<file path="src/rtl/point_cloud_bev_occupancy_macros.svh">
// assertion macros for the bev occupancy block
`ifndef POINT_CLOUD_BEV_OCCUPANCY_MACROS_SVH
`define POINT_CLOUD_BEV_OCCUPANCY_MACROS_SVH

// implication checked on every clock, masked in reset
`define BEV_ASSERT_IMP(label, ante, cons, msg) \
   label: assert property (@(posedge clock) disable iff (reset) (ante) |-> (cons)) \
      else $error(msg);

// non-overlapped implication
`define BEV_ASSERT_NEXT(label, ante, cons, msg) \
   label: assert property (@(posedge clock) disable iff (reset) (ante) |=> (cons)) \
      else $error(msg);

`endif

</file>
<file path="src/rtl/bev_pkg.sv">
// shared types and constants for the bev occupancy block
package bev_pkg;

   localparam logic [1:0] OP_LOAD  = 2'd0;
   localparam logic [1:0] OP_BUILD = 2'd1;
   localparam logic [1:0] OP_READ  = 2'd2;

   localparam logic [1:0] ST_OK      = 2'd0;
   localparam logic [1:0] ST_EMPTY   = 2'd1;
   localparam logic [1:0] ST_CLIPPED = 2'd2;
   localparam logic [1:0] ST_DROPPED = 2'd3;

   localparam logic [1:0] CSR_SCALE = 2'd0;
   localparam logic [1:0] CSR_MINH  = 2'd1;
   localparam logic [1:0] CSR_MAXH  = 2'd2;

   typedef enum logic [3:0] {
      S_IDLE,
      S_CLEAR,
      S_SIZE_Y,
      S_SIZE_X,
      S_FETCH,
      S_WAIT,
      S_PROJ_X,
      S_PROJ_Y,
      S_CHECK,
      S_RMW,
      S_READ,
      S_READ_OUT,
      S_DONE
   } state_type;

   // one shared multiply: signed operand times unsigned scale
   typedef struct packed {
      logic signed [17:0] operand;
      logic [15:0]        scale;
   } mul_req_type;

endpackage

</file>
<file path="src/rtl/bev_mul.sv">
// registered shared multiplier: signed 18 bit by unsigned 16 bit
module bev_mul (
   input  logic                      clock,
   input  bev_pkg::mul_req_type      req,
   output logic signed [34:0]        product
);
   logic signed [34:0] product_ff;
   logic signed [34:0] product_in;

   assign product_in = req.operand * $signed({1'b0, req.scale});

   always_ff @(posedge clock) begin
      product_ff <= product_in;
   end

   assign product = product_ff;
endmodule
</file>
<file path="config.mk">
export PLATFORM = sky130hd
export DESIGN_NAME = bev_mul
export DESIGN_NICKNAME = d
export VERILOG_FILES = /design/src/rtl/point_cloud_bev_occupancy_macros.svh /design/src/rtl/bev_pkg.sv /design/src/rtl/bev_mul.sv
export SDC_FILE = /design/constraint.sdc
export NUM_CORES = 1
export LEC_CHECK = 0
export BUFFER_PORTS_ARGS = -buffer_cell sky130_fd_sc_hd__clkbuf_2
export CAP_MARGIN = 20
export CORE_MARGIN = 2
export CORE_UTILIZATION = 56
export DETAILED_ROUTE_END_ITERATION = 6
export GPL_TIMING_DRIVEN = 0
export HOLD_SLACK_MARGIN = 0.03
export PLACE_DENSITY = 0.74
export SETUP_SLACK_MARGIN = 0.05
export SYNTH_ARGS = -nofsm -noshare
export SYNTH_HDL_FRONTEND = slang
export SYNTH_SLANG_ARGS = --single-unit
export TNS_END_PERCENT = 100
</file>
<file path="constraint.sdc">
create_clock -name clock -period 6.8 [get_ports clock]
set_input_delay 0.34 -clock clock [delete_from_list [all_inputs] [get_ports clock]]
set_output_delay 0.34 -clock clock [all_outputs]
set_load 0.03 [all_outputs]
</file>
# Word-level counts from Yosys, hierarchy flattened
# Index checks and enable logic that the tools add are counted.
[op_classes]
n_mul = 1
[op_table]
columns = ["operator", "count"]
rows = [
  ["$mul A18 B17 Y35", 1],
]
[word_totals]
wordCells = 2
output_inout_bits = 35
register_bits = 35
inputBits = 35

# Logic depth before layout (Yosys ltp)
[depth]
word_depth = 1
mapped_depth = 24
mapped_depth_nobuf = 23

# Worst setup path before layout
# No wires, ideal clock.
[synth_timing]
path_kind = "input port to flip-flop"
from = "in req[2] in the netlist's numbering"
to = "reg product_ff[31], in the netlist product[31]"
setup_ps = 127
slack_ps = 600
t_required_ps = 6673
t_arrival_ps = 6073
n_path_buf = 2
path_stages = 21
path_cell_list = "clkbuf_1 > clkbuf_1 > nand2_1 > fa_1 > fa_1 > fa_1 > fa_1 > inv_1 > fa_1 > inv_1 > fa_1 > inv_1 > ha_1 > a211oi_1 > o21bai_1 > o2111ai_2 > o211ai_4 > a311o_1 > o311a_1 > a31oi_1 > o41ai_2"
[synth_between]
elab_chain_len = 1
[synth_lines]
columns = ["element", "line_no", "text"]
rows = [
  ["start, declared", "bev_mul.sv:4", "input bev_pkg::mul_req_type req,"],
  ["$mul A18 B17 Y35", "bev_mul.sv:10", "assign product_in = req.operand * $signed({1'b0, req.scale});"],
  ["via product_in[31]", "bev_mul.sv:8", "logic signed [34:0] product_in;"],
  ["end signal, assigned", "bev_mul.sv:13", "product_ff <= product_in;"],
  ["end, declared", "bev_mul.sv:7", "logic signed [34:0] product_ff;"],
]
# The timed path passes the listed nets, and every way through them passes these cells.

# Worst setup path in the final report
[layout_timing]
from = "in req[6] in the netlist's numbering"
to = "reg product_ff[34], in the netlist product[34]"
# Same word-level chain as after synthesis.

==> reports/results.md <==
### Yosys
• FF+latch count, synth: 35
• top-count cell post-synth: sky130_fd_sc_hd__inv_1
• Area contributors post-synth: sky130_fd_sc_hd__fa_1 (49%), sky130_fd_sc_hd__inv_1 (12%), sky130_fd_sc_hd__ha_1 (9.4%), sky130_fd_sc_hd__and2_1 (6.3%), sky130_fd_sc_hd__dfxtp_1 (5.9%)
• net count after synthesis: 1734
• post-synth design cell area: 11900 um^2
• Yosys warning count: 0
• cell types with the highest counts after synthesis: sky130_fd_sc_hd__inv_1 (381), sky130_fd_sc_hd__fa_1 (293), sky130_fd_sc_hd__nand2_1 (181)
• number of cells produced by synthesis: 1317
• Seq/Total Area, Yosys: 5.88%
• post-synth top area share: 49.3%
• mean cell area of the mapped netlist: 9.04 um^2
• EDFF count, synth: 0
• FFs w/ async S/R, synth: 0%
• largest area contributor in the synthesized netlist: sky130_fd_sc_hd__fa_1
• Main synth FF type: sky130_fd_sc_hd__dfxtp_1
• count of cell types in the netlist: 48

### Timing
• Final Cycle Share: 95.0%
• max-slew violation count: 0
• maximum clock frequency: 0.155 GHz
• Slew HR: 54.0%
• worst-case hold slack: 0.483 ns
• final setup fails: 0
• RSZ-0062 raised after global routing: no
• Hold Vio Cnt, Final: 0
• final setup TNS: 0 ns
• actual transition at the worst max-transition pin: 0.687 ns
• minimum clock period after layout: 6.46 ns

### GRT
• via count of the first global-routing pass: 9631
• overall global routing resource usage: 28.0%
• maximum number of pins on one net before global-route repair: 11
• initial antenna violation count: 0
• total congestion overflow: 0
• first-pass GRT wire length: 47800 um

### Clocking
• post-CTS setup buffer count: 0
• H-tree levels: 2
• number of buffers on the longest clock path: 2
• clock buffer count from CTS: 5
• CTS tree: built
• root buffer cell: sky130_fd_sc_hd__clkbuf_16
• sinks on the clock net: 35
• clock transition time at the flip-flop clock pins of the worst setup and hold paths: 0.06 ns

### Die
• number of core rows: 53
• initial standard-cell utilization of the core: 56.8%
• core region area: 21000 um^2
• height of the die: 150 um
• number of primary I/O pins: 70
• area enclosed by the die boundary: 22400 um^2
• width of the die: 150 um

### Hold path
• Hold Path Stages: 2
• worst min-delay path category: input port to flop

### Route
• met2 wire length: 14300 um
• routed via count: 8758
• starting DRC count in detailed routing: 421
• drc violations: 0
• WL met3: 1930 um
• Max Used Layer: met4
• DR WL/cell: 17.0 um
• wire length after detailed routing: 28100 um
• ANT nets after route: 0
• number of detailed-route iterations in the first pass: 7
• via density per instance: 5.30
• met1 WL: 10700 um

### Finish
• Synth-to-Final Area Change: 6.90%
• fraction of layout instances using a drive strength above 1: 7.47%
• flip-flop count of the largest register after layout: 35
• fin util: 60.7%
• final net count: 1796
• antenna cells: 0
• non-filler cells, final: 1654

### Setup path
• series of cell instances along the critical path: clkbuf_2 > clkbuf_2 > and2_1 > fa_1 > inv_1 > fa_1 > fa_1 > inv_1 > fa_1 > fa_1 > inv_1 > fa_1 > inv_1 > ha_1 > clkbuf_1 > and3_1 > and2_1 > nand3_1 > o21ai_0 > a31o_2 > a41oi_1 > and4_1 > or3_1
• most frequent CP cell: sky130_fd_sc_hd__fa_1
• kind of critical path: input port to flop
• Worst setup EP type: flop
• required time of the critical path: 6.99 ns
• CP Launch Type: input port
• arrival time at the worst endpoint: 6.65 ns
• highest cell delay on the worst timing path: 0.52 ns
• slowest library cell on the worst path: sky130_fd_sc_hd__fa_1
• biggest fanout along the worst timing path: 10

### Placed design
• GP Congestion: 0.934
• HPWL after detailed placement: 23700 um
• Port Buffers: 58
• # placed instances: 1650

### Run
• number of maximum-capacitance violations: 0

### Run status
• run status: complete, no violations

## worst max-delay path, delay by kind of cell
kind                     cells  cell delay (ns)
AO/OA/AOI/OAI                3             0.67
adder cells (fa/ha/maj)      7             3.26
buffers and inverters        7             1.00
AND/OR/NAND/NOR              6             1.37
## stage by stage
stage	area (um^2)	setup WS, ns
final	12700	0.343
after global routing	12700	0.0536
after CTS	12700	0.0856
after detailed placement	12500	-0.309
after global placement	12500	-0.259
after floorplan	11900	0.600
## layout make-up
class | count | area, um^2
Buffer | 44 | 203
Clock buffer | 6 | 129
Clock inverter | 1 | 30.0
Fill cell | 1846 | 8230
Inverter | 381 | 1430
Multi-Input combinational cell | 854 | 9600
Sequential cell | 35 | 701
Tap cell | 275 | 344
Timing Repair Buffer | 58 | 290
## repair_timing
action                                  4_1_cts  5_1_grt
hold buffers                                  0        0
endpoints found under the setup margin        2        6
hold endpoints to repair                      0        0
resized for setup                             4       53
## placed cells by master (no fill, tap or decap), types with 4 or more instances in the layout
cell type	n
sky130_fd_sc_hd__o21bai_1	4
sky130_fd_sc_hd__xnor2_1	23
sky130_fd_sc_hd__ha_1	89
sky130_fd_sc_hd__nand2_1	180
sky130_fd_sc_hd__a21o_1	16
sky130_fd_sc_hd__inv_1	381
sky130_fd_sc_hd__a21oi_1	22
sky130_fd_sc_hd__clkbuf_1	17
sky130_fd_sc_hd__nor3_1	4
sky130_fd_sc_hd__clkbuf_16	5
sky130_fd_sc_hd__nor2_1	13
sky130_fd_sc_hd__a211oi_1	5
sky130_fd_sc_hd__fa_1	293
sky130_fd_sc_hd__dfxtp_1	35
sky130_fd_sc_hd__nor2b_1	6
sky130_fd_sc_hd__o21ai_0	16
sky130_fd_sc_hd__clkbuf_2	83
sky130_fd_sc_hd__xor2_1	10
sky130_fd_sc_hd__nand3_1	6
sky130_fd_sc_hd__and2_1	119
sky130_fd_sc_hd__o21a_1	4
sky130_fd_sc_hd__and3_1	4
sky130_fd_sc_hd__a31oi_1	5
## worst paths after layout
check,start,to
min,req[0],product[0]$_DFF_P_
max,req[6],product[34]$_DFF_P_
## cell families after synthesis
group | count (synthesis) | share of synthesized area, %
AO/OA/AOI/OAI | 92 | 5.43
adder cells (fa/ha/maj) | 382 | 58.6
AND/OR/NAND/NOR | 347 | 14.1
buffers and inverters | 428 | 13.5
XOR/XNOR | 33 | 2.43
flip-flops | 35 | 5.88
## metal layers
layer	GRT usage [%]	vias up
met5	0	-
li1	-	3901
met2	49.3	307
met4	10.8	0
met1	33.8	4472
met3	5.79	78
Power is left out: the tool's default activity adds up to more than one toggle a clock period on the data nets, which glitch-free logic cannot reach.
